`config.mk`:
```
export PLATFORM = sky130hd
export DESIGN_NAME = sorted_delay_event_queue
export DESIGN_NICKNAME = d
export VERILOG_FILES = /design/src/rtl/core/sdeq_pkg.sv /design/src/rtl/core/sdeq_ctrl.sv /design/src/rtl/core/sorted_delay_event_queue.sv
export SDC_FILE = /design/constraint.sdc
export NUM_CORES = 1
export LEC_CHECK = 0
export BUFFER_PORTS_ARGS = -buffer_cell sky130_fd_sc_hd__buf_2
export CAP_MARGIN = 0
export CORE_AREA = 2 2 279 336
export CTS_CLUSTER_DIAMETER = 80
export DETAILED_ROUTE_END_ITERATION = 10
export DIE_AREA = 0 0 281 338
export MAX_ROUTING_LAYER = met4
export PLACE_DENSITY = 0.76
export SYNTH_ARGS = -nofsm -noshare
export SYNTH_HDL_FRONTEND = slang
export SYNTH_SLANG_ARGS = --single-unit
```
`constraint.sdc`:
```
create_clock -name clk_i -period 7.25 [get_ports clk_i]
set_clock_uncertainty 0.1 [all_clocks]
set_input_delay 0.3625 -clock clk_i [delete_from_list [all_inputs] [get_ports clk_i]]
set_output_delay 0.3625 -clock clk_i [all_outputs]
set_load 0.03 [all_outputs]
```
`src/rtl/core/sdeq_pkg.sv`:
```
`timescale 1ns / 1ps
// Shared types and constants of the sorted delay event queue.
package sdeq_pkg;

  localparam int unsigned DEPTH_DEFAULT = 16;
  localparam int unsigned IDX_FIELD_W   = 10;
  localparam int unsigned TIME_W        = 32;
  localparam int unsigned TOL_W         = 16;
  localparam int unsigned OCC_W         = 5;

  localparam int unsigned PADDR_W = 3;
  localparam int unsigned PDATA_W = 32;
  localparam logic [TOL_W-1:0] TOL_RESET = 16'd1;

  // Register word index on the configuration port.
  localparam logic [PADDR_W-3:0] REG_TIE_TOLERANCE = 1'b0;

  typedef enum logic [1:0] {
    OP_INSERT  = 2'd0,
    OP_REMOVE  = 2'd1,
    OP_EXTRACT = 2'd2
  } op_e;

  typedef enum logic [1:0] {
    STAT_OK    = 2'd0,
    STAT_FULL  = 2'd1,
    STAT_EMPTY = 2'd2
  } status_e;

  typedef enum logic [2:0] {
    S_IDLE,
    S_INS_CMP,
    S_INS_WR,
    S_POP_HEAD,
    S_POP_CHK,
    S_RESP
  } state_e;

  typedef struct packed {
    logic [IDX_FIELD_W-1:0] species;
    logic [IDX_FIELD_W-1:0] reaction;
    logic [TIME_W-1:0]      time_val;
  } entry_t;

  typedef struct packed {
    logic [1:0]             operation;
    logic [IDX_FIELD_W-1:0] species_index;
    logic [IDX_FIELD_W-1:0] reaction_index;
    logic [TIME_W-1:0]      delay_time;
  } in_item_t;

  typedef struct packed {
    logic [1:0]             status;
    logic                   has_entry;
    logic [IDX_FIELD_W-1:0] out_species_index;
    logic [IDX_FIELD_W-1:0] out_reaction_index;
    logic [TIME_W-1:0]      out_delay_time;
    logic                   last_result;
    logic [OCC_W-1:0]       occupancy;
  } out_item_t;

endpackage

```
`src/rtl/core/sdeq_ctrl.sv`:
```
`timescale 1ns / 1ps
// Queue sequencer: circular entry memory, shared compare unit, result register.
module sdeq_ctrl import sdeq_pkg::*; #(
  parameter int unsigned DEPTH = DEPTH_DEFAULT
) (
  input  logic             clk_i,
  input  logic             rst_ni,
  input  logic [TOL_W-1:0] tol_i,
  input  logic             in_valid_i,
  output logic             in_stall_o,
  input  in_item_t         in_data_i,
  output logic             out_valid_o,
  input  logic             out_stall_i,
  output out_item_t        out_data_o
);

  localparam int unsigned IDX_W = $clog2(DEPTH);
  localparam int unsigned CNT_W = $clog2(DEPTH + 1);
  localparam int unsigned PH_W  = IDX_W + 1;
  localparam int unsigned OCX_W = (CNT_W > OCC_W) ? CNT_W : OCC_W;
  localparam int unsigned LIM_W = TIME_W + 1;

  // logical slot -> physical address, wraps at DEPTH
  function automatic logic [IDX_W-1:0] phys(input logic [IDX_W-1:0] base,
                                            input logic [IDX_W-1:0] ofs);
    logic [PH_W-1:0] sum;
    sum = PH_W'(base) + PH_W'(ofs);
    if (sum >= PH_W'(DEPTH)) begin
      sum = sum - PH_W'(DEPTH);
    end
    return sum[IDX_W-1:0];
  endfunction

  state_e            state_q, state_d;
  logic [IDX_W-1:0]  head_q, head_d;
  logic [CNT_W-1:0]  count_q, count_d;
  logic [IDX_W-1:0]  idx_q, idx_d;
  logic              ext_q, ext_d;
  status_e           status_q, status_d;
  entry_t            new_q, new_d;
  entry_t            cur_q, cur_d;
  logic [LIM_W-1:0]  limit_q, limit_d;
  entry_t            rd_q;
  logic              out_valid_q, out_valid_d;
  out_item_t         out_q, out_d;
  logic              out_load;

  entry_t            mem [DEPTH];
  logic [IDX_W-1:0]  rlog, wlog;
  logic              we;
  entry_t            wdata;

  logic              in_fire, out_free, more, greater, full;
  logic [IDX_W-1:0]  head_inc;
  logic [CNT_W-1:0]  count_m1;
  logic [OCX_W-1:0]  occ_ext;
  logic [OCC_W-1:0]  occ;

  assign in_fire  = in_valid_i && (state_q == S_IDLE);
  assign out_free = !out_valid_q || !out_stall_i;
  assign greater  = rd_q.time_val > new_q.time_val;
  assign full     = count_q == CNT_W'(DEPTH);
  assign more     = ext_q && (count_q != '0) && ({1'b0, rd_q.time_val} <= limit_q);
  assign head_inc = (head_q == IDX_W'(DEPTH - 1)) ? '0 : head_q + 1'b1;
  assign count_m1 = count_q - 1'b1;
  assign occ_ext  = OCX_W'(count_q);
  assign occ      = occ_ext[OCC_W-1:0];

  // next state
  always_comb begin
    state_d = state_q;
    case (state_q)
      S_IDLE: begin
        if (in_fire) begin
          case (in_data_i.operation)
            OP_INSERT: begin
              if (full) begin
                state_d = S_RESP;
              end else if (count_q == '0) begin
                state_d = S_INS_WR;
              end else begin
                state_d = S_INS_CMP;
              end
            end
            OP_REMOVE, OP_EXTRACT: begin
              state_d = (count_q == '0) ? S_RESP : S_POP_HEAD;
            end
            default: state_d = S_RESP;
          endcase
        end
      end
      S_INS_CMP: begin
        if (greater) begin
          state_d = (idx_q == IDX_W'(1)) ? S_INS_WR : S_INS_CMP;
        end else begin
          state_d = S_RESP;
        end
      end
      S_INS_WR:   state_d = S_RESP;
      S_POP_HEAD: state_d = S_POP_CHK;
      S_POP_CHK: begin
        if (out_free && !more) begin
          state_d = S_IDLE;
        end
      end
      S_RESP: begin
        if (out_free) begin
          state_d = S_IDLE;
        end
      end
      default: state_d = S_IDLE;
    endcase
  end

  // datapath control
  always_comb begin
    rlog     = '0;
    wlog     = idx_q;
    we       = 1'b0;
    wdata    = new_q;
    head_d   = head_q;
    count_d  = count_q;
    idx_d    = idx_q;
    ext_d    = ext_q;
    status_d = status_q;
    new_d    = new_q;
    cur_d    = cur_q;
    limit_d  = limit_q;
    out_load = 1'b0;
    out_d    = '0;
    case (state_q)
      S_IDLE: begin
        if (in_data_i.operation == OP_INSERT) begin
          rlog = count_m1[IDX_W-1:0];
        end
        if (in_fire) begin
          new_d.species  = in_data_i.species_index;
          new_d.reaction = in_data_i.reaction_index;
          new_d.time_val = in_data_i.delay_time;
          ext_d          = in_data_i.operation == OP_EXTRACT;
          idx_d          = count_q[IDX_W-1:0];
          status_d       = STAT_OK;
          case (in_data_i.operation)
            OP_INSERT: begin
              if (full) begin
                status_d = STAT_FULL;
              end
            end
            OP_REMOVE, OP_EXTRACT: begin
              if (count_q == '0) begin
                status_d = STAT_EMPTY;
              end
            end
            default: status_d = STAT_OK;
          endcase
        end
      end
      S_INS_CMP: begin
        // slot idx is free; move the entry below it up or drop the new one in
        we   = 1'b1;
        rlog = idx_q - IDX_W'(2);
        if (greater) begin
          wdata = rd_q;
          idx_d = idx_q - 1'b1;
        end else begin
          count_d = count_q + 1'b1;
        end
      end
      S_INS_WR: begin
        we      = 1'b1;
        count_d = count_q + 1'b1;
      end
      S_POP_HEAD: begin
        cur_d   = rd_q;
        limit_d = {1'b0, rd_q.time_val} + LIM_W'(tol_i);
        head_d  = head_inc;
        count_d = count_m1;
        rlog    = IDX_W'(1);
      end
      S_POP_CHK: begin
        if (out_free) begin
          out_load                 = 1'b1;
          out_d.status             = STAT_OK;
          out_d.has_entry          = 1'b1;
          out_d.out_species_index  = cur_q.species;
          out_d.out_reaction_index = cur_q.reaction;
          out_d.out_delay_time     = cur_q.time_val;
          out_d.last_result        = !more;
          out_d.occupancy          = occ;
          if (more) begin
            cur_d   = rd_q;
            head_d  = head_inc;
            count_d = count_m1;
            rlog    = IDX_W'(1);
          end
        end
      end
      S_RESP: begin
        if (out_free) begin
          out_load          = 1'b1;
          out_d.status      = status_q;
          out_d.last_result = 1'b1;
          out_d.occupancy   = occ;
        end
      end
      default: begin
        rlog = '0;
      end
    endcase
  end

  assign out_valid_d = out_load || (out_valid_q && out_stall_i);

  always_ff @(posedge clk_i or negedge rst_ni) begin
    if (!rst_ni) begin
      state_q     <= S_IDLE;
      head_q      <= '0;
      count_q     <= '0;
      idx_q       <= '0;
      ext_q       <= 1'b0;
      status_q    <= STAT_OK;
      out_valid_q <= 1'b0;
    end else begin
      state_q     <= state_d;
      head_q      <= head_d;
      count_q     <= count_d;
      idx_q       <= idx_d;
      ext_q       <= ext_d;
      status_q    <= status_d;
      out_valid_q <= out_valid_d;
    end
  end

  always_ff @(posedge clk_i) begin
    new_q   <= new_d;
    cur_q   <= cur_d;
    limit_q <= limit_d;
    if (out_load) begin
      out_q <= out_d;
    end
  end

  // entry memory, one write and one registered read per cycle
  always_ff @(posedge clk_i) begin
    if (we) begin
      mem[phys(head_q, wlog)] <= wdata;
    end
    rd_q <= mem[phys(head_q, rlog)];
  end

  assign in_stall_o  = state_q != S_IDLE;
  assign out_valid_o = out_valid_q;
  assign out_data_o  = out_q;

  a_count_bound: assert property (@(posedge clk_i) disable iff (!rst_ni)
    count_q <= CNT_W'(DEPTH))
    else $error("entry count above depth");

  a_full_refused: assert property (@(posedge clk_i) disable iff (!rst_ni)
    (in_fire && in_data_i.operation == OP_INSERT && full)
      |=> (state_q == S_RESP && $stable(count_q) && status_q == STAT_FULL))
    else $error("insert into full queue not refused");

  a_sorted_pop: assert property (@(posedge clk_i) disable iff (!rst_ni)
    (state_q == S_POP_CHK && more) |-> (rd_q.time_val >= cur_q.time_val))
    else $error("extracted entries out of order");

  a_count_step: assert property (@(posedge clk_i) disable iff (!rst_ni)
    (count_q == $past(count_q)) || (count_q == $past(count_q) + 1'b1) ||
    ($past(count_q) == count_q + 1'b1))
    else $error("entry count jumped");

endmodule

```
`src/rtl/core/sorted_delay_event_queue.sv`:
```
`timescale 1ns / 1ps
// Top level of the sorted delay event queue: configuration port and queue core.
//
// Usage: one input channel (in_valid_i / in_stall_o / in_data_i) takes command
// beats: insert, remove head, or extract every head entry tied with the
// minimum time. One output channel (out_valid_o / out_stall_i / out_data_o)
// gives result beats; an extract gives one beat per popped entry, with
// last_result set on the final one. Entries live in a circular memory of
// DEPTH slots; a pop just moves the head pointer.
// Timing: the sequencer handles one command at a time and stalls the input
// meanwhile. An insert walks from the tail toward the head through the shared
// time comparator, one entry per cycle, until its slot is found. Remove steps
// through the pop-head and pop-check states; an extract stays in pop-check
// for each further tied entry. Full or empty refusals go straight to S_RESP.
// The single read port of the entry memory sets that walk rate.
// Stall: results sit in one output register; the next command is taken while a
// result waits, and an extract waits in place until each beat is taken.
// Reset clears the count, head pointer and handshakes and sets tie_tolerance
// to 1; the memory needs no clearing pass. tie_tolerance is to be written over
// the APB port only while the queue is idle; the block does not enforce it.
module sorted_delay_event_queue import sdeq_pkg::*; #(
  parameter int unsigned DEPTH = DEPTH_DEFAULT
) (
  input  logic               clk_i,
  input  logic               rst_ni,
  input  logic               psel,
  input  logic               penable,
  input  logic               pwrite,
  input  logic [PADDR_W-1:0] paddr,
  input  logic [PDATA_W-1:0] pwdata,
  output logic [PDATA_W-1:0] prdata,
  output logic               pready,
  input  logic               in_valid_i,
  output logic               in_stall_o,
  input  in_item_t           in_data_i,
  output logic               out_valid_o,
  input  logic               out_stall_i,
  output out_item_t          out_data_o
);

  logic [TOL_W-1:0]     tol_q, tol_d;
  logic [PADDR_W-3:0]   reg_word;
  logic                 cfg_wr;

  // word-aligned register decode
  assign reg_word = paddr[PADDR_W-1:2];
  assign cfg_wr   = psel && penable && pwrite && (reg_word == REG_TIE_TOLERANCE);
  assign tol_d    = cfg_wr ? pwdata[TOL_W-1:0] : tol_q;
  assign pready   = 1'b1;
  assign prdata   = (reg_word == REG_TIE_TOLERANCE) ? PDATA_W'(tol_q) : '0;

  always_ff @(posedge clk_i or negedge rst_ni) begin
    if (!rst_ni) begin
      tol_q <= TOL_RESET;
    end else begin
      tol_q <= tol_d;
    end
  end

  sdeq_ctrl #(
    .DEPTH (DEPTH)
  ) u_ctrl (
    .clk_i       (clk_i),
    .rst_ni      (rst_ni),
    .tol_i       (tol_q),
    .in_valid_i  (in_valid_i),
    .in_stall_o  (in_stall_o),
    .in_data_i   (in_data_i),
    .out_valid_o (out_valid_o),
    .out_stall_i (out_stall_i),
    .out_data_o  (out_data_o)
  );

endmodule
```
==> results_dict.tcl <==
set metrics [dict create \
    die_h_um 338 \
    rows 122 \
    cpMostUsedCell "inv_1" \
    place.gp.congestion 0.906 \
    hp-class "in -> reg" \
    met3_usage_pct 3.57 \
    synth_commonest_cells "edfxtp_1 (1030), mux4_2 (260), ha_1 (96)" \
    critPathLaunchType "register" \
    final-max-slew-violation-count 0 \
    placed_area_sq_um 47300 \
    grt_usage_pct 22.1 \
    syn_area_per_cell_sq_um 19.9 \
    finalInstanceArea_sq_um 51600 \
    ios 192 \
    netlist_area_sq_um 44700 \
    wl_per_cell_um 26.0 \
    cts_tree "done" \
    worstSetupPathType "reg -> reg" \
    tns_ps 0 \
    cp.depth 15 \
    cp_cell_sequence "inv_1 -> ha_1 -> inv_1 -> nor3_1 -> nand4_1 -> nor2_1 -> a21o_2 -> nor2_4 -> o221ai_1 -> ha_4 -> inv_1 -> fa_4 -> buf_4 -> mux4_2 -> mux4_2" \
    critPathRequiredTime_ps 7680 \
    cts_buffer_depth 3 \
    synth_edf_count 1030 \
    grt_overflow 0 \
    cts_made_buffers 105 \
    hp-start "in_data_i[52]" \
    cts_resized 0 \
    synthFlopType "edfxtp_1" \
    floorplan.initialDensity_pct 48.8 \
    n_antenna_cell 0 \
    whs_ps 52.3 \
    ys_seq_area_share_pct 73.5 \
    synth.distinct_cells 81 \
    cts-root-buf "clkbuf_16" \
    fmax_ghz 0.179 \
    ys_ff_latch 1118 \
    critical-path-top-delay-family "adder cells" \
    yosys_warnings 0 \
    setup-violations-final 0 \
    cts.clk_slew.worst_paths_ps 60 \
    drt_pre_antenna_iters 6 \
    grt-busiest-layer "met2" \
    crit_fanout 34 \
    crit_arrival_ps 6020 \
    crit_path_top_delay_cell "fa_4" \
    relSlewSlack_pct 22.7 \
    grt_use_met1_pct 28.4 \
    cp_num_buf_inv 4 \
    reg2reg_depth 15 \
    syn_to_final_growth_pct 15.3 \
    rsz0062_at_grt "no" \
    synth_area_leader_cell "edfxtp_1" \
    netlist_top_cells_area "edfxtp_1 (69%), mux4_2 (13%), ha_1 (2.7%), dfxtp_1 (2.3%), dfrtp_1 (2.0%)" \
    multi_input_area_sq_um 11200 \
    hpwlAfterDp_mm 55.1 \
    rr_startpoint "u_ctrl.rd_q[0]$_DFF_P_" \
    vias 22800 \
    powerDensity_nw_per_um2 510 \
    register_area_sq_um 32900 \
    grt_max_degree 62 \
    slowest_delay_ps 1160 \
    drc 0 \
    place_ws_ps 1640 \
    clk-insertion-delay-late_ps 680 \
    via_per_inst 5.87 \
    netlist_instances 2245 \
    grt_pass1_wl_mm 149 \
    min_path_cells 3 \
    hold_viol_final 0 \
    use_met2_pct 36.7 \
    startpoint "u_ctrl.rd_q[0]$_DFF_P_" \
    peakVddDrop_v 0.000618 \
    drive_above_1_share_pct 27.5 \
    die_width_um 281 \
    coreArea_sq_um 91700 \
    worstSetupEndpointType "register" \
    finalPower_mw 26.3 \
    synth_top_area_share_pct 69.2 \
    timing.final.crit_share_pct 77.0 \
    outcome "finished clean" \
    synth_most_common_cell "edfxtp_1" \
    fin_crit_ps 5580 \
    cap_violations 0 \
    die-area_sq_um 95000 \
    antenna_found_initial 1 \
    p_leak_nw 17.7 \
    nFillCells 6617 \
    io_buffers 156 \
    clock-sinks 1118 \
    tightest_slew_ps 1160 \
    nets 2741 \
    async_flop_share_pct 3.22 \
    first_iter_violations 2419 \
    ant_nets 0 \
    worst_slack_ps 1670 \
    wl_mm 101 \
    h-tree-depth 3 \
    grt_pass1_vias 23300 \
]
-- worst paths after layout --
| kind | to | slack, ps |
|---|---|---|
| setup / recovery | u_ctrl.rd_q[8]$_DFF_P_ | 1670 |
| hold / removal | u_ctrl.status_q[0]$_DFFE_PN0P_ | 50 |
| setup reg to reg | u_ctrl.rd_q[8]$_DFF_P_ | 1670 |
| hold reg to reg | u_ctrl.cur_q[39]$_DFFE_PP_ | 350 |
| max in group asynchronous | u_ctrl.head_q[3]$_DFFE_PN0P_ | 6160 |
| min in group asynchronous | tol_q[7]$_DFFE_PN0P_ | 280 |
-- report_power, final --
part / total (mW) / internal, mW / switching (mW)
registers: 9.69 / 9.10 / 0.595
clock network: 5.60 / 3.23 / 2.36
logic: 11.0 / 5.07 / 5.94
total: 26.3 / 17.4 / 8.90
-- worst register-to-register path: cells and delay by family, from the launching register on --
kind / cells / cell delay [ps]
AO/OA/AOI/OAI: 2 / 370
adder cells (fa/ha/maj): 3 / 1650
AND/OR/NAND/NOR: 4 / 1070
multiplexers: 2 / 920
buffers and inverters: 4 / 830
flip-flops: 1 / 530
-- placed cells by master, fill, tap and decap left out, types with 12 or more instances in the layout --
cell / Yosys / routed
edfxtp_1: 1030 / 1030
mux4_2: 260 / 260
buf_2: 26 / 156
clkbuf_16: 0 / 107
ha_1: 96 / 95
inv_1: 92 / 89
dlygate4sd3_1: 0 / 72
nand2_1: 64 / 64
and3_1: 60 / 60
dfxtp_1: 52 / 52
a21oi_1: 51 / 51
buf_4: 20 / 44
nor2_1: 52 / 35
mux2_4: 35 / 35
dfrtp_1: 35 / 35
xnor2_1: 30 / 29
o21ai_1: 26 / 26
clkinv_2: 0 / 26
clkbuf_1: 46 / 22
o21ai_0: 21 / 21
nand4_1: 21 / 21
nor2b_1: 20 / 20
nand3_1: 19 / 19
nor2_4: 1 / 18
mux2_2: 17 / 17
conb_1: 2 / 17
clkinv_1: 1 / 14
bufinv_16: 0 / 13
xor2_1: 12 / 12
-- kinds of logic (layout without fill, tap and decap cells) --
group | Yosys count | count (layout) | share of synthesized area, %
flip-flops | 1118 | 1118 | 73.5
multiplexers | 318 | 318 | 14.8
AND/OR/NAND/NOR | 286 | 286 | 3.37
buffers and inverters | 198 | 575 | 1.97
AO/OA/AOI/OAI | 181 | 181 | 2.63
adder cells (fa/ha/maj) | 99 | 99 | 2.82
XOR/XNOR | 43 | 43 | 0.859
other | 2 | 17 | 0.0168
-- cell type report --
| class | instances | share of cell area (%) |
|---|---|---|
| well taps | 1240 | 3.01 |
| clock inverters | 65 | 1.41 |
| multi-input cells | 944 | 21.7 |
| inverters | 95 | 0.692 |
| clock buffers | 133 | 5.46 |
| flip-flops and latches | 1118 | 63.8 |
| repair buffers | 282 | 3.94 |
-- routing by layer --
metal / vias to the layer above / part of all wire [%]
li1: 9680 / -
met1: 11900 / 39
met2: 1012 / 51
met3: 160 / 7.5
met4: 0 / 2.3
met5: - / 0
-- through the flow --
stage                     util [%]  cells
after floorplan                  -   2260
after CTS                     56.2   3877
after global routing          56.2   3877
after detailed placement      51.6   3607
final                         56.2   3877
after global placement        51.6   3607
-- sequential cells by signal, indices dropped and copies added (netlist names), 4 cells and up --
register / flops
u_ctrl.cur_q: 52
u_ctrl.head_q: 4
u_ctrl.idx_q: 4
tol_q: 16
u_ctrl.mem: 832
u_ctrl.limit_q: 33
u_ctrl.rd_q: 52
u_ctrl.new_q: 52
u_ctrl.count_q: 5
u_ctrl.out_data_o: 61
-- repair_timing --
item,in CTS,in global routing
buffers inserted,0,0
hold endpoints to repair,106,0
hold buffers,72,0
(Power assumes the default switching activity.)
